<file path="config.mk">
export PLATFORM = sky130hd
export DESIGN_NAME = joystick_axis_conditioner_core
export DESIGN_NICKNAME = d
export VERILOG_FILES = /design/src/hw/rtl/jac_pkg.sv /design/src/hw/rtl/jac_front.sv /design/src/hw/rtl/jac_fifo.sv /design/src/hw/rtl/jac_back.sv /design/src/hw/rtl/joystick_axis_conditioner_core.sv
export SDC_FILE = /design/constraint.sdc
export NUM_CORES = 1
export LEC_CHECK = 0
export ABC_AREA = 1
export BUFFER_PORTS_ARGS = -buffer_cell sky130_fd_sc_hd__buf_2
export CAP_MARGIN = 40
export CORE_UTILIZATION = 53
export CTS_CLUSTER_DIAMETER = 100
export DETAILED_ROUTE_END_ITERATION = 8
export PLACE_DENSITY = 0.77
export SETUP_SLACK_MARGIN = 0.2
export SYNTH_ARGS = -nofsm -noshare
export SYNTH_HDL_FRONTEND = slang
export SYNTH_SLANG_ARGS = --single-unit
</file>
<file path="constraint.sdc">
create_clock -name clk -period 6.3 [get_ports clk]
set_clock_uncertainty 0.05 [all_clocks]
set_input_delay 0.945 -clock clk [delete_from_list [all_inputs] [get_ports clk]]
set_output_delay 0.945 -clock clk [all_outputs]
set_load 0.02 [all_outputs]
</file>
<file path="src/hw/rtl/jac_pkg.sv">
// Shared constants and types for the joystick axis conditioner.
package jac_pkg;

  localparam int SAMPLE_BITS = 12;
  localparam int AVG_DEPTH   = 5;
  localparam int AXIS_COUNT  = 2;

  localparam int AXIS_W = (AXIS_COUNT > 1) ? $clog2(AXIS_COUNT) : 1;
  localparam int POS_W  = (AVG_DEPTH > 1) ? $clog2(AVG_DEPTH) : 1;
  localparam int SUM_W  = SAMPLE_BITS + POS_W;

  localparam int CENTRE         = 2047;
  localparam int FULL_SCALE     = 255;
  localparam int DEADZONE_RESET = 30;
  localparam logic [7:0] SYNC_BYTE = 8'hFF;

  // floor(sum / AVG_DEPTH) as (sum * AVG_RECIP) >> AVG_SHIFT, exact for sum < 2^18
  localparam int AVG_RECIP_W = 16;
  localparam logic [AVG_RECIP_W-1:0] AVG_RECIP = 16'd52429;
  localparam int AVG_SHIFT = 18;

  // floor(mag / CENTRE) as (mag * SCALE_RECIP) >> SCALE_SHIFT, exact for mag < 599520
  localparam int MAG_W         = 20;
  localparam int SCALE_RECIP_W = 20;
  localparam logic [SCALE_RECIP_W-1:0] SCALE_RECIP = 20'd524545;
  localparam int SCALE_SHIFT = 30;
  localparam int Q_W         = 9;

  localparam int VALUE_W    = 16;
  localparam int FIFO_DEPTH = 4;
  localparam int FIFO_AW    = 2;

  typedef struct packed {
    logic [AXIS_W-1:0]  axis;
    logic [VALUE_W-1:0] value;
  } frame_t;

  typedef enum logic [1:0] {
    SEL_SYNC = 2'd0,
    SEL_AXIS = 2'd1,
    SEL_LO   = 2'd2,
    SEL_HI   = 2'd3
  } byte_sel_t;

endpackage

</file>
<file path="src/hw/rtl/jac_front.sv">
// Front end: sample transfer, per-axis ring and running sum, scaling pipeline, deadzone drop.
module jac_front (
  input  logic                          clk,
  input  logic                          rst_n,
  input  logic                          in_valid,
  output logic                          in_ready,
  input  logic [jac_pkg::AXIS_W-1:0]    in_axis,
  input  logic [jac_pkg::SAMPLE_BITS-1:0] in_sample,
  input  logic                          cfg_we,
  input  logic [7:0]                    cfg_wdata,
  input  logic                          q_full,
  output logic                          q_push,
  output jac_pkg::frame_t               q_data
);

  logic [jac_pkg::SAMPLE_BITS-1:0] ring_r [jac_pkg::AXIS_COUNT][jac_pkg::AVG_DEPTH];
  logic [jac_pkg::POS_W-1:0]       pos_r  [jac_pkg::AXIS_COUNT];
  logic [jac_pkg::SUM_W-1:0]       sum_r  [jac_pkg::AXIS_COUNT];
  logic [7:0]                      deadzone_r;

  logic                            adv;
  logic                            take;
  logic [jac_pkg::SAMPLE_BITS-1:0] old_sample;
  logic [jac_pkg::SUM_W-1:0]       sum_nxt;
  logic [jac_pkg::POS_W-1:0]       pos_nxt;

  // pipeline registers
  logic                               s1_valid_r, s2_valid_r, s3_valid_r, s4_valid_r;
  logic [jac_pkg::AXIS_W-1:0]         s1_axis_r, s2_axis_r, s3_axis_r, s4_axis_r;
  logic [jac_pkg::SUM_W-1:0]          s1_sum_r;
  logic [jac_pkg::SAMPLE_BITS-1:0]    s2_avg_r;
  logic                               s3_neg_r, s4_neg_r;
  logic [jac_pkg::MAG_W-1:0]          s3_mag_r;
  logic [jac_pkg::Q_W-1:0]            s4_q_r;

  logic [jac_pkg::SUM_W+jac_pkg::AVG_RECIP_W-1:0]   avg_prod;
  logic signed [jac_pkg::SAMPLE_BITS:0]             centred;
  logic [jac_pkg::SAMPLE_BITS-1:0]                  centred_abs;
  logic [jac_pkg::MAG_W+jac_pkg::SCALE_RECIP_W-1:0] scale_prod;
  logic [jac_pkg::VALUE_W-1:0]                      q_ext;

  // the whole pipeline holds while the queue is full
  assign adv      = !q_full;
  assign in_ready = adv;
  assign take     = in_valid && adv;

  assign old_sample = ring_r[in_axis][pos_r[in_axis]];
  assign sum_nxt    = sum_r[in_axis] - jac_pkg::SUM_W'(old_sample)
                    + jac_pkg::SUM_W'(in_sample);
  assign pos_nxt    = (pos_r[in_axis] == jac_pkg::POS_W'(jac_pkg::AVG_DEPTH - 1))
                    ? '0 : pos_r[in_axis] + 1'b1;

  always_ff @(posedge clk) begin
    if (!rst_n) begin
      for (int a = 0; a < jac_pkg::AXIS_COUNT; a++) begin
        pos_r[a] <= '0;
        sum_r[a] <= '0;
        for (int i = 0; i < jac_pkg::AVG_DEPTH; i++) begin
          ring_r[a][i] <= '0;
        end
      end
    end else if (take) begin
      ring_r[in_axis][pos_r[in_axis]] <= in_sample;
      pos_r[in_axis]                  <= pos_nxt;
      sum_r[in_axis]                  <= sum_nxt;
    end
  end

  always_ff @(posedge clk) begin
    if (!rst_n) begin
      deadzone_r <= 8'(jac_pkg::DEADZONE_RESET);
    end else if (cfg_we) begin
      deadzone_r <= cfg_wdata;
    end
  end

  assign avg_prod    = s1_sum_r * jac_pkg::AVG_RECIP;
  assign centred     = $signed({1'b0, s2_avg_r}) - (jac_pkg::SAMPLE_BITS+1)'(jac_pkg::CENTRE);
  assign centred_abs = centred[jac_pkg::SAMPLE_BITS] ?
                       jac_pkg::SAMPLE_BITS'(-centred) : jac_pkg::SAMPLE_BITS'(centred);
  assign scale_prod  = s3_mag_r * jac_pkg::SCALE_RECIP;

  always_ff @(posedge clk) begin
    if (!rst_n) begin
      s1_valid_r <= 1'b0;
      s2_valid_r <= 1'b0;
      s3_valid_r <= 1'b0;
      s4_valid_r <= 1'b0;
    end else if (adv) begin
      s1_valid_r <= in_valid;
      s2_valid_r <= s1_valid_r;
      s3_valid_r <= s2_valid_r;
      s4_valid_r <= s3_valid_r;
    end
  end

  always_ff @(posedge clk) begin
    if (adv) begin
      s1_axis_r <= in_axis;
      s1_sum_r  <= sum_nxt;
      s2_axis_r <= s1_axis_r;
      s2_avg_r  <= avg_prod[jac_pkg::AVG_SHIFT +: jac_pkg::SAMPLE_BITS];
      s3_axis_r <= s2_axis_r;
      s3_neg_r  <= centred[jac_pkg::SAMPLE_BITS];
      // times FULL_SCALE as shift and subtract
      s3_mag_r  <= (jac_pkg::MAG_W'(centred_abs) << 8) - jac_pkg::MAG_W'(centred_abs);
      s4_axis_r <= s3_axis_r;
      s4_neg_r  <= s3_neg_r;
      s4_q_r    <= scale_prod[jac_pkg::SCALE_SHIFT +: jac_pkg::Q_W];
    end
  end

  // magnitude never exceeds FULL_SCALE, so the clamp is implicit; drop the deadzone
  assign q_ext        = jac_pkg::VALUE_W'(s4_q_r);
  assign q_push       = adv && s4_valid_r && (s4_q_r > jac_pkg::Q_W'(deadzone_r));
  assign q_data.axis  = s4_axis_r;
  assign q_data.value = s4_neg_r ? (jac_pkg::VALUE_W'(0) - q_ext) : q_ext;

endmodule

</file>
<file path="src/hw/rtl/jac_fifo.sv">
// Short frame queue between the front end and the byte framer.
module jac_fifo (
  input  logic            clk,
  input  logic            rst_n,
  input  logic            push,
  input  jac_pkg::frame_t push_data,
  input  logic            pop,
  output jac_pkg::frame_t pop_data,
  output logic            full,
  output logic            not_empty
);

  jac_pkg::frame_t                mem [jac_pkg::FIFO_DEPTH];
  logic [jac_pkg::FIFO_AW-1:0]    wr_ptr_r, rd_ptr_r;
  logic [jac_pkg::FIFO_AW:0]      count_r;

  assign full      = (count_r == (jac_pkg::FIFO_AW+1)'(jac_pkg::FIFO_DEPTH));
  assign not_empty = (count_r != '0);
  assign pop_data  = mem[rd_ptr_r];

  always_ff @(posedge clk) begin
    if (push) begin
      mem[wr_ptr_r] <= push_data;
    end
  end

  always_ff @(posedge clk) begin
    if (!rst_n) begin
      wr_ptr_r <= '0;
      rd_ptr_r <= '0;
      count_r  <= '0;
    end else begin
      if (push) wr_ptr_r <= wr_ptr_r + 1'b1;
      if (pop)  rd_ptr_r <= rd_ptr_r + 1'b1;
      case ({push, pop})
        2'b10:   count_r <= count_r + 1'b1;
        2'b01:   count_r <= count_r - 1'b1;
        default: count_r <= count_r;
      endcase
    end
  end

`ifndef SYNTH
  a_no_overflow: assert property (@(posedge clk) disable iff (!rst_n)
    push |-> !full) else $error("frame queue written while full");
  a_no_underflow: assert property (@(posedge clk) disable iff (!rst_n)
    pop |-> not_empty) else $error("frame queue read while empty");
`endif

endmodule

</file>
<file path="src/hw/rtl/jac_back.sv">
// Back end: turns queued values into four-byte frames on the output stream.
module jac_back (
  input  logic            clk,
  input  logic            rst_n,
  input  logic            q_not_empty,
  input  jac_pkg::frame_t q_data,
  output logic            q_pop,
  output logic            out_valid,
  input  logic            out_ready,
  output logic [7:0]      out_byte,
  output logic            out_last
);

  logic                busy_r, busy_nxt;
  jac_pkg::byte_sel_t  sel_r, sel_nxt;
  jac_pkg::frame_t     frame_r;
  logic                xfer;

  assign xfer      = busy_r && out_ready;
  assign q_pop     = q_not_empty && (!busy_r || (xfer && sel_r == jac_pkg::SEL_HI));
  assign out_valid = busy_r;
  assign out_last  = busy_r && (sel_r == jac_pkg::SEL_HI);

  always_comb begin
    busy_nxt = busy_r;
    sel_nxt  = sel_r;
    if (q_pop) begin
      busy_nxt = 1'b1;
      sel_nxt  = jac_pkg::SEL_SYNC;
    end else if (xfer) begin
      if (sel_r == jac_pkg::SEL_HI) begin
        busy_nxt = 1'b0;
      end else begin
        sel_nxt = jac_pkg::byte_sel_t'(sel_r + 2'd1);
      end
    end
  end

  always_comb begin
    unique case (sel_r)
      jac_pkg::SEL_SYNC: out_byte = jac_pkg::SYNC_BYTE;
      jac_pkg::SEL_AXIS: out_byte = 8'(frame_r.axis);
      jac_pkg::SEL_LO:   out_byte = frame_r.value[7:0];
      jac_pkg::SEL_HI:   out_byte = frame_r.value[15:8];
      default:           out_byte = jac_pkg::SYNC_BYTE;
    endcase
  end

  always_ff @(posedge clk) begin
    if (!rst_n) begin
      busy_r <= 1'b0;
      sel_r  <= jac_pkg::SEL_SYNC;
    end else begin
      busy_r <= busy_nxt;
      sel_r  <= sel_nxt;
    end
  end

  always_ff @(posedge clk) begin
    if (q_pop) begin
      frame_r <= q_data;
    end
  end

`ifndef SYNTH
  a_step: assert property (@(posedge clk) disable iff (!rst_n)
    (xfer && sel_r != jac_pkg::SEL_HI) |=> (busy_r && sel_r == $past(sel_r) + 2'd1))
    else $error("frame byte select did not advance");
  a_start_sync: assert property (@(posedge clk) disable iff (!rst_n)
    q_pop |=> (busy_r && sel_r == jac_pkg::SEL_SYNC))
    else $error("new frame did not start on the sync byte");
`endif

endmodule

</file>
<file path="src/hw/rtl/joystick_axis_conditioner_core.sv">
// Joystick axis conditioner: averages, centres, scales and frames joystick samples.
//
// Input stream: in_tdata[11:0] is the raw sample, in_tuser the axis (0 x, 1 y).
// Each sample is stored in its axis's five-entry ring; the ring mean is centred,
// scaled to +-255 and dropped if within the deadzone (cfg_we / cfg_wdata, reset 30).
// A kept value leaves as four bytes on out_tdata: 0xFF, axis, value low, value high
// (16-bit two's complement), with out_tlast on the fourth byte.
// An input transfer reaches the first byte of its frame through the four-stage
// scaling pipeline, the queue write and the framer load.
// Throughput: one sample per cycle while samples fall in the deadzone and the
// queue has room; frames go out at one byte per cycle while out_tready is high,
// and the single output byte lane sets the rate when every sample yields a frame.
// A four-entry queue parts the pipeline from the framer; when the receiver stalls
// the framer holds its byte, the queue fills and in_tready falls, holding the
// whole pipeline. Reset clears both rings, their indexes and the queue, and
// returns the deadzone to 30.
module joystick_axis_conditioner_core (
  input  logic        clk,
  input  logic        rst_n,
  input  logic        in_tvalid,
  output logic        in_tready,
  input  logic [15:0] in_tdata,   // [11:0] sample, [15:12] zero
  input  logic        in_tuser,   // [0] axis
  output logic        out_tvalid,
  input  logic        out_tready,
  output logic [7:0]  out_tdata,  // [7:0] out_byte
  output logic        out_tlast,
  input  logic        cfg_we,
  input  logic [7:0]  cfg_wdata
);

  logic            q_full;
  logic            q_push;
  logic            q_pop;
  logic            q_not_empty;
  jac_pkg::frame_t q_wr_data;
  jac_pkg::frame_t q_rd_data;

  jac_front u_front (
    .clk       (clk),
    .rst_n     (rst_n),
    .in_valid  (in_tvalid),
    .in_ready  (in_tready),
    .in_axis   (in_tuser),
    .in_sample (in_tdata[jac_pkg::SAMPLE_BITS-1:0]),
    .cfg_we    (cfg_we),
    .cfg_wdata (cfg_wdata),
    .q_full    (q_full),
    .q_push    (q_push),
    .q_data    (q_wr_data)
  );

  jac_fifo u_fifo (
    .clk       (clk),
    .rst_n     (rst_n),
    .push      (q_push),
    .push_data (q_wr_data),
    .pop       (q_pop),
    .pop_data  (q_rd_data),
    .full      (q_full),
    .not_empty (q_not_empty)
  );

  jac_back u_back (
    .clk         (clk),
    .rst_n       (rst_n),
    .q_not_empty (q_not_empty),
    .q_data      (q_rd_data),
    .q_pop       (q_pop),
    .out_valid   (out_tvalid),
    .out_ready   (out_tready),
    .out_byte    (out_tdata),
    .out_last    (out_tlast)
  );

endmodule
</file>
# Word-level counts from Yosys, hierarchy flattened

Memory sizes are Yosys's and may differ from the RTL's. A register that Yosys moved wholly into a read port is not among the register bits.
Index checks and enable logic that the tools add are counted.

Input port bits: 30
ROM bits: 0
Bits in registers: 84
Memory bits (writable): 224
Bits in latches: 0
Output and inout bits: 11
Memories kept: 4

$lt $le $gt $ge: 3
Reductions and logical operators: 22
Multiply operators: 2
Eq/ne operators: 7
Shift operators: 0
Multiplexer cells: 29
Divide/modulo/power cells: 0
Bitwise logic cells: 3
$add $sub $neg: 12

Memory list:

| memory         | depth | bits a word | read ports | clocked after Yosys merged registers in | wr ports | RTL line        | source |
|---|---|---|---|---|---|---|---|
| u_front.ring_r | 2     | 60          | 1          | 0                                       | 2        | jac_front.sv:16 | `logic [jac_pkg::SAMPLE_BITS-1:0] ring_r [jac_pkg::AXIS_COUNT][jac_pkg::AVG_DEPTH];` |
| u_fifo.mem     | 4     | 17          | 1          | 1                                       | 1        | jac_fifo.sv:13  | `jac_pkg::frame_t mem [jac_pkg::FIFO_DEPTH];` |
| u_front.sum_r  | 2     | 15          | 1          | 0                                       | 2        | jac_front.sv:18 | `logic [jac_pkg::SUM_W-1:0] sum_r [jac_pkg::AXIS_COUNT];` |
| u_front.pos_r  | 2     | 3           | 1          | 0                                       | 2        | jac_front.sv:17 | `logic [jac_pkg::POS_W-1:0] pos_r [jac_pkg::AXIS_COUNT];` |

Operators with widths:

| kind                                                                  | number |
|---|---|
| 60-bit 2-to-1 mux                                                     | 3 |
| 60-bit OR reduction                                                   | 1 |
| 12-bit 2-to-1 mux                                                     | 4 |
| 20-bit by 20-bit multiplier with 39-bit output, second input constant | 1 |
| 12-bit binary-select mux with 3-bit select                            | 1 |
| 12-bit demux with 3-bit select                                        | 1 |
| 8-bit case mux with 4 select lines                                    | 1 |
| 15-bit by 16-bit multiplier with 30-bit output, second input constant | 1 |
| 20-bit by 12-bit subtractor with 20-bit output                        | 1 |
| 16-bit 2-to-1 mux                                                     | 1 |
| 15-bit by 12-bit adder with 15-bit output                             | 1 |
| 15-bit 2-to-1 mux                                                     | 1 |
| 15-bit OR reduction                                                   | 1 |
| 15-bit by 12-bit subtractor with 15-bit output                        | 1 |
| 1-bit 2-to-1 mux                                                      | 14 |
| 12-bit by 11-bit subtractor with 13-bit output, second input constant | 1 |
| 12-bit negation                                                       | 1 |
| 1-bit by 9-bit subtractor with 10-bit output, first input constant    | 1 |
| 9-bit by 8-bit > comparator with 1-bit output                         | 1 |
| 1-bit logical AND                                                     | 8 |
| 2-bit by 1-bit adder with 2-bit output, second input constant         | 3 |
| 3-bit by 1-bit adder with 3-bit output, second input constant         | 2 |
| 2-bit equality test, second input constant                            | 3 |
| 3-bit equality test, second input constant                            | 2 |
| other kinds (16)                                                      | 23 |

# Depth between registers and ports, before layout

Gate-level depths: netlist of run 1.
An unclocked memory read counts as a cell.

Word-level depth: 9
Depth in mapped cells: 24
Depth with buffers taken out: 24

# By module

From an unflattened synthesis of run 1, not the netlist that was laid out.

Cells, all modules: 2089
Area total of the unflattened synthesis: 20847.5 um2

By module, submodules not included:

| module    | instances | cells each | area an instance (um2) |
|---|---|---|---|
| jac_front | 1         | 1790       | 16958.8 |
| jac_fifo  | 1         | 223        | 3025.4 |
| jac_back  | 1         | 76         | 863.3 |

# Least setup slack after synthesis of run 1

OpenSTA, ideal clock, no wires.

Path kind: reg-to-reg
Start point: register u_front.s1_sum_r[13] in the netlist's numbering
End point: register u_front.s2_avg_r[11] in the netlist's numbering (data pin)
Buffers on the path: 0
Arrival time: 4.901 ns
Setup slack: 1.087 ns
Data required time: 5.988 ns
Period minus slack after synthesis: 5.213 ns
Stages on the path, launching flop included: 21
Path through: edfxtp_1 > inv_1 > ha_1 > inv_1 > ha_1 > a21o_1 > fa_1 > inv_1 > fa_1 > inv_1 > fa_1 > inv_1 > fa_1 > inv_1 > ha_1 > nand2_1 > nor4_1 > nand3_1 > o211ai_1 > a21oi_1 > xor2_1

Longest elaborated chain between the ends: 1

RTL lines:

| item                                           | RTL line         | source |
|---|---|---|
| start, declared                                | jac_front.sv:30  | `logic [jac_pkg::SUM_W-1:0] s1_sum_r;` |
| start signal, assigned                         | jac_front.sv:100 | `s1_sum_r <= sum_nxt;` |
| 15-bit by 16-bit multiplier with 30-bit output | jac_front.sv:77  | `assign avg_prod = s1_sum_r * jac_pkg::AVG_RECIP;` |
| net u_front.avg_prod, one bit                  | jac_front.sv:36  | `logic [jac_pkg::SUM_W+jac_pkg::AVG_RECIP_W-1:0] avg_prod;` |
| end signal, assigned                           | jac_front.sv:102 | `s2_avg_r <= avg_prod[jac_pkg::AVG_SHIFT +: jac_pkg::SAMPLE_BITS];` |
| end, declared                                  | jac_front.sv:31  | `logic [jac_pkg::SAMPLE_BITS-1:0] s2_avg_r;` |

The timed path passes the listed nets, and every way through them passes these cells.
A chain may end at the register's enable or synchronous reset.

# Worst setup path in the final report of run 1

Same ends and word-level chain as after synthesis.

==> results of run 1 <==
-- synth_stat cells, types with 4 or more instances --
| cell type | number | area, sq um |
|---|---|---|
| a21boi_0 | 4 | 30.0 |
| a21o_1 | 5 | 37.5 |
| a21oi_1 | 129 | 646 |
| a22oi_1 | 24 | 180 |
| a31oi_1 | 14 | 87.6 |
| buf_2 | 10 | 50.1 |
| clkbuf_1 | 24 | 90.1 |
| dfxtp_1 | 22 | 440 |
| edfxtp_1 | 273 | 8200 |
| fa_1 | 66 | 1320 |
| ha_1 | 220 | 2750 |
| inv_1 | 269 | 1010 |
| inv_2 | 20 | 75.1 |
| mux2i_1 | 13 | 130 |
| nand2_1 | 305 | 1140 |
| nand2_2 | 12 | 75.1 |
| nand3_1 | 51 | 255 |
| nand3b_1 | 4 | 30.0 |
| nand4_1 | 13 | 81.3 |
| nor2_1 | 248 | 931 |
| nor2_2 | 13 | 81.3 |
| nor2_4 | 4 | 45.0 |
| nor3_1 | 22 | 110 |
| nor4_1 | 18 | 113 |
| o211ai_1 | 5 | 37.5 |
| o21ai_0 | 99 | 495 |
| o21bai_1 | 6 | 45.0 |
| o22ai_1 | 11 | 68.8 |
| or2_2 | 5 | 31.3 |
| xnor2_1 | 20 | 175 |
| xor2_1 | 46 | 403 |
-- per-layer routing --
layer  routed length [um]  vias to the layer above
met5                    0                        -
met4                 1150                        0
met3                 2860                       78
met2                20800                      490
met1                17900                     6710
li1                     -                     6909
-- critical path: stages, from the launching register on --
cell and delay, ns:
edfxtp_1 0.42, inv_1 0.06, ha_1 0.27, inv_1 0.04, ha_1 0.34, a21o_1 0.24
fa_1 0.59, inv_1 0.08, fa_1 0.53, inv_1 0.05, fa_1 0.54, inv_1 0.06
fa_1 0.53, inv_1 0.05, ha_1 0.31, nand2_1 0.13, nor4_1 0.37, nand3_1 0.11
o211ai_1 0.19, buf_4 0.16, a21oi_1 0.08, xor2_1 0.14
-- per-stage QoR --
step,cells,util,hold slack [ns]
final,2541,0.590,0.368
after global routing,2541,0.590,0.370
after CTS,2539,0.589,0.370
after detailed placement,2485,0.563,0.355
after global placement,2480,0.561,0.352
after floorplan,2013,-,0.350
-- cell families after synthesis --
kind of cell | count (synthesis) | synth area share
multiplexers | 14 | 0.00725
AO/OA/AOI/OAI | 315 | 0.0917
AND/OR/NAND/NOR | 707 | 0.155
adder cells (fa/ha/maj) | 286 | 0.209
buffers and inverters | 330 | 0.0651
flip-flops | 295 | 0.443
XOR/XNOR | 66 | 0.0296
-- worst paths after layout --
path | from | to | slack (ns) | depth (start not counted)
worst min-delay path | u_front.s3_neg_r$_DFFE_PN_ | u_front.s4_neg_r$_DFFE_PN_ | 0.37 | 0
worst max register to register | u_front.s1_sum_r[13]$_DFFE_PN_ | u_front.s2_avg_r[11]$_DFFE_PN_ | 0.73 | 21
worst min register to register | u_front.s3_neg_r$_DFFE_PN_ | u_front.s4_neg_r$_DFFE_PN_ | 0.37 | 0
worst max-delay path | u_front.s1_sum_r[13]$_DFFE_PN_ | u_front.s2_avg_r[11]$_DFFE_PN_ | 0.73 | 21
-- sequential cells by signal (all words and copies together) (netlist names), 2 cells and up --
signal / count
u_front.ring_r: 120
u_fifo.mem: 44
u_front.sum_r: 30
u_front.s3_mag_r: 20
u_front.s1_sum_r: 15
u_front.s2_avg_r: 12
u_back.frame_r: 11
u_front.s4_q_r: 9
u_front.deadzone_r: 8
u_front.pos_r: 6
u_fifo.count_r: 3
u_back.sel_r: 2
u_fifo.rd_ptr_r: 2
u_fifo.wr_ptr_r: 2
-- cell type report --
class                      count  area, sq um  share of cell area
sequential                   295         8640               0.408
clock inverter                12          104             0.00490
inverter                     290         1090              0.0514
tap                          461          577              0.0272
timing repair buffer          53          332              0.0157
multi-input combinational   1388         9600               0.453
clock buffer                  42          836              0.0395
==> results.md, run 1 <==
- Clock Sink Count: 295
- Hold Vio Cnt, Final: 0
- #FFs+latches synth: 295
- DRT antenna net count: 0
- Worst-skew pair later-pin latency: 0.57 ns
- Die area: 37600 sq um
- Die Ht: 194 um
- Layout cells sized above 1: 0.0803
- ANT cells: 0
- DP Worst Slack: 0.374 ns
- Root buf cell: clkbuf_16
- Post-synth ARST share: 0
- Synth Warn #: 0
- CP required: 6.57 ns
- Final HPWL DP: 32600 um
- Most frequent cells in the layout: nand2_1 (304), edfxtp_1 (273), inv_1 (269)
- Final setup TNS: 0 ns
- Met1 Usage GRT: 0.296
- First-pass GRT wire length: 69400 um
- Pins Over Slew Limit: 0
- CTS buffer count: 30
- Busiest grt layer: met2
- Core area: 35900 sq um
- Final min period: 5.57 ns
- Clock Path Buffers: 3
- IO Pins: 41
- Final Cycle Share: 0.885
- Cell Area, Synth: 19500 sq um
- Die width: 194 um
- GR Util met2: 0.402
- Crit Path Class: reg2reg
- Relative slew margins: 0.394
- Commonest non-fill, non-tap cell in the layout: nand2_1
- Number of flops mapped to enable cells by yosys: 273
- Final Cell Area: 21200 sq um
- Outcome: completed
- Hold WC Path Type: reg2reg
- CTS tree: done
- Crit end category: register
- # Post-CTS Setup Buffers: 0
- Syn Nets: 2329
- CP Launch Type: register
- Avg Vias per Cell: 5.58
- H-tree levels: 1
- Fmax: 179 MHz
- Rows: 69
- Hold-fix buffers, CTS: 0
- Post-synth top flop: edfxtp_1
- GPL Wtd Cong: 0.873
- Area growth, synth to finish: 8.58%
- Port Buffers: 36
- Number of global-route vias before repair: 14000
- 1st-iter DRT viols: 1126
- Initial antenna violation count: 0
- Final wirelength: 42800 um
- Post-Syn Area per Cell: 9.69 sq um
- Number of max-cap violations: 0
- Total track usage: 0.230
- DRC: 0
- CP arrival: 5.85 ns
- Initial Util: 0.543
- Resized Gates After CTS: 0
- Met3 usage: 0.0365
- RSZ-0062 raised after global routing: no
- Routed via count: 14200
- Setup-failing EPs final: 0
- DRT Pass-1 Iters: 5
- CTS clk-pin slew, worst paths: 0.07 ns
- Drt wl/cell: 16.8 um
- Crit-path max FO: 5
- Nets: 2374
- Cells after Synth: 2013
- Slew @ Worst Pin: 0.906 ns
- Largest net degree at the start of global routing: 71
- GR Overflow Total: 0
- Fill cell count: 2993
- Placed Area: 20200 sq um
- Netlist cell types: 53
- Final setup margin: 0.726 ns
- Sequential area share after synthesis: 0.443
Power of run 1 is not shown: default switching activity piles up to over one toggle a cycle in this logic, so the estimate is an artifact.
==> run 2, diff against run 1 <==
--- a/config.mk
+++ b/config.mk
@@ -8,10 +8,11 @@
 export ABC_AREA = 1
 export BUFFER_PORTS_ARGS = -buffer_cell sky130_fd_sc_hd__buf_2
 export CAP_MARGIN = 40
-export CORE_UTILIZATION = 53
+export CORE_ASPECT_RATIO = 0.9
+export CORE_UTILIZATION = 30
 export CTS_CLUSTER_DIAMETER = 100
 export DETAILED_ROUTE_END_ITERATION = 8
-export PLACE_DENSITY = 0.77
+export PLACE_DENSITY = 0.52
 export SETUP_SLACK_MARGIN = 0.2
 export SYNTH_ARGS = -nofsm -noshare
 export SYNTH_HDL_FRONTEND = slang
==> results.md, run 2 (synthesis gave the netlist of run 1 again) <==
- Total track usage: 0.140 (-0.0902)
- Largest Register: u_front.ring_r
- CP arrival: 5.84 ns (about the same)
- CP Launch Type: register
- Largest net degree at the start of global routing: 59 (-17%)
- Fmax: 178 MHz (-0.65%)
- Final HPWL DP: 34700 um (+6.4%)
- DRT antenna net count: 0 (unchanged)
- CP required: 6.53 ns (-0.04 ns)
- Pins Over Slew Limit: 0 (unchanged)
- Layout cells sized above 1: 0.0842 (+0.00392)
- Most frequent cells in the layout: nand2_1 (304), edfxtp_1 (273), inv_1 (269)
- Nets: 2381 (+0.29%)
- Number of flip-flops in the largest register: 120 (unchanged)
- Buf/Inv on CP: 7 (unchanged)
- CTS clk-pin slew, worst paths: 0.06 ns (about the same)
- Resized Gates After CTS: 0 (unchanged)
- Rows: 88 (+28%)
- Core area: 64200 sq um (+79%)
- CTS tree: done
- GR Overflow Total: 0 (unchanged)
- Fill cell count: 6466 (+120%)
- Die area: 66000 sq um (+76%)
- Root buf cell: clkbuf_16
- Worst-skew pair later-pin latency: 0.56 ns (about the same)
- Die Ht: 244 um (+26%)
- Crit-path max FO: 5 (unchanged)
- Hold-fix buffers, CTS: 0 (unchanged)
- Area growth, synth to finish: 12.4%
- Slew @ Worst Pin: 0.843 ns (-0.0632 ns)
- RSZ-0062 raised after global routing: no
- CTS buffer count: 36 (+20%)
- Die width: 271 um (+40%)
- Critical-path cell list: inv_1, ha_1, inv_1, ha_1, a21o_1, fa_1, inv_1, fa_1, inv_1, fa_1, inv_1, fa_1, inv_1, ha_1, nand2_1, nor4_1, nand3_1, o211ai_1, buf_4, a21oi_1, xor2_1
- # Post-CTS Setup Buffers: 0 (unchanged)
- IO Pins: 41 (unchanged)
- Clock Sink Count: 295 (unchanged)
- Commonest non-fill, non-tap cell in the layout: nand2_1
- Routed via count: 13900 (-2.2%)
- Top flop regs: u_front.ring_r x120, u_fifo.mem x44, u_front.sum_r x30
- Critical path's top delay family: adder cells
- Crit Path Class: reg2reg
- Max incr delay on CP: 0.61 ns (+0.02 ns)
- DRT Pass-1 Iters: 7 (+2)
- Crit end category: register
- Drt wl/cell: 15.5 um (-8.2%)
- First-pass GRT wire length: 73900 um (+6.4%)
- Final min period: 5.61 ns (+0.0365 ns)
- Port Buffers: 36 (unchanged)
- Initial antenna violation count: 1 (+1)
- Avg Vias per Cell: 4.71 (-16%)
- Cell mode on critical path: inv_1
- Final Cycle Share: 0.891 (+0.00579)
- WHS: 0.373 ns (+0.00428 ns)
- Initial Util: 0.304 (-0.239)
- Number of global-route vias before repair: 13800 (-1.4%)
- Hold WC Path Type: reg2reg
- Hold Vio Cnt, Final: 0 (unchanged)
- Setup-failing EPs final: 0 (unchanged)
- 1st-iter DRT viols: 833 (-26%)
- Relative slew margins: 0.437 (+0.0428)
- DRC: 0 (unchanged)
- Final wirelength: 45500 um (+6.5%)
- Clock Path Buffers: 3 (unchanged)
- Outcome: completed
- GPL Wtd Cong: 0.846 (-3.1%)
- H-tree levels: 2 (+1)
- Slowest CP cell: fa_1
- Number of max-cap violations: 0 (unchanged)
- Final setup TNS: 0 ns (unchanged)
[run 2: changes by cell type in the layout (fill, tap and decap cells not counted), sizes merged]
| cell | before | now |
|---|---|---|
| clkinv | 10 | 17 |
| bufinv | 1 | 4 |
| diode | 0 | 2 |
| buf | 53 | 54 |
| clkbuf | 42 | 41 |
[run 2: path summary, 6_finish.rpt]
| path | from | endpoint | slack (ns) | cells after the start |
|---|---|---|---|---|
| worst max-delay path | u_front.s1_sum_r[13]$_DFFE_PN_ | u_front.s2_avg_r[11]$_DFFE_PN_ | 0.69 | 21 |
| worst min-delay path | u_front.s3_axis_r$_DFFE_PN_ | u_front.s4_axis_r$_DFFE_PN_ | 0.37 | 0 |
| worst max register to register | u_front.s1_sum_r[13]$_DFFE_PN_ | u_front.s2_avg_r[11]$_DFFE_PN_ | 0.69 | 21 |
| worst min register to register | u_front.s3_axis_r$_DFFE_PN_ | u_front.s4_axis_r$_DFFE_PN_ | 0.37 | 0 |
[run 2: final cells by class]
| class | instances | area (sq um) | area share |
|---|---|---|---|
| multi-input cells | 1388 | 9600 | 0.438 |
| flip-flops and latches | 295 | 8640 | 0.394 |
| inverters | 290 | 1090 | 0.0496 |
| well taps | 855 | 1070 | 0.0488 |
| clock buffers | 41 | 920 | 0.0419 |
| repair buffers | 54 | 355 | 0.0162 |
| clock inverters | 22 | 250 | 0.0114 |
| diodes | 2 | 5.00 | 0.000228 |
[run 2: stage by stage]
stage | setup WS (ns) | area [sq um] | instances | util
global route | 0.287 | 21900 | 2945 | 0.342
detailed placement | 0.345 | 20700 | 2880 | 0.323
CTS | 0.503 | 21900 | 2943 | 0.341
finish | 0.689 | 21900 | 2947 | 0.342
global placement | 0.414 | 20700 | 2874 | 0.322
floorplan | 1.09 | 19500 | 2013 | -
[run 2: layer usage]
| layer | global-route usage | routed length (um) | vias to the layer above |
|---|---|---|---|
| met4 | 0.0377 | 875 | 0 |
| met5 | 0 | 0 | - |
| met2 | 0.215 | 19800 | 270 |
| met3 | 0.0216 | 2150 | 65 |
| li1 | - | - | 6921 |
| met1 | 0.204 | 22700 | 6623 |
Power of run 2 is left out for the same reason.
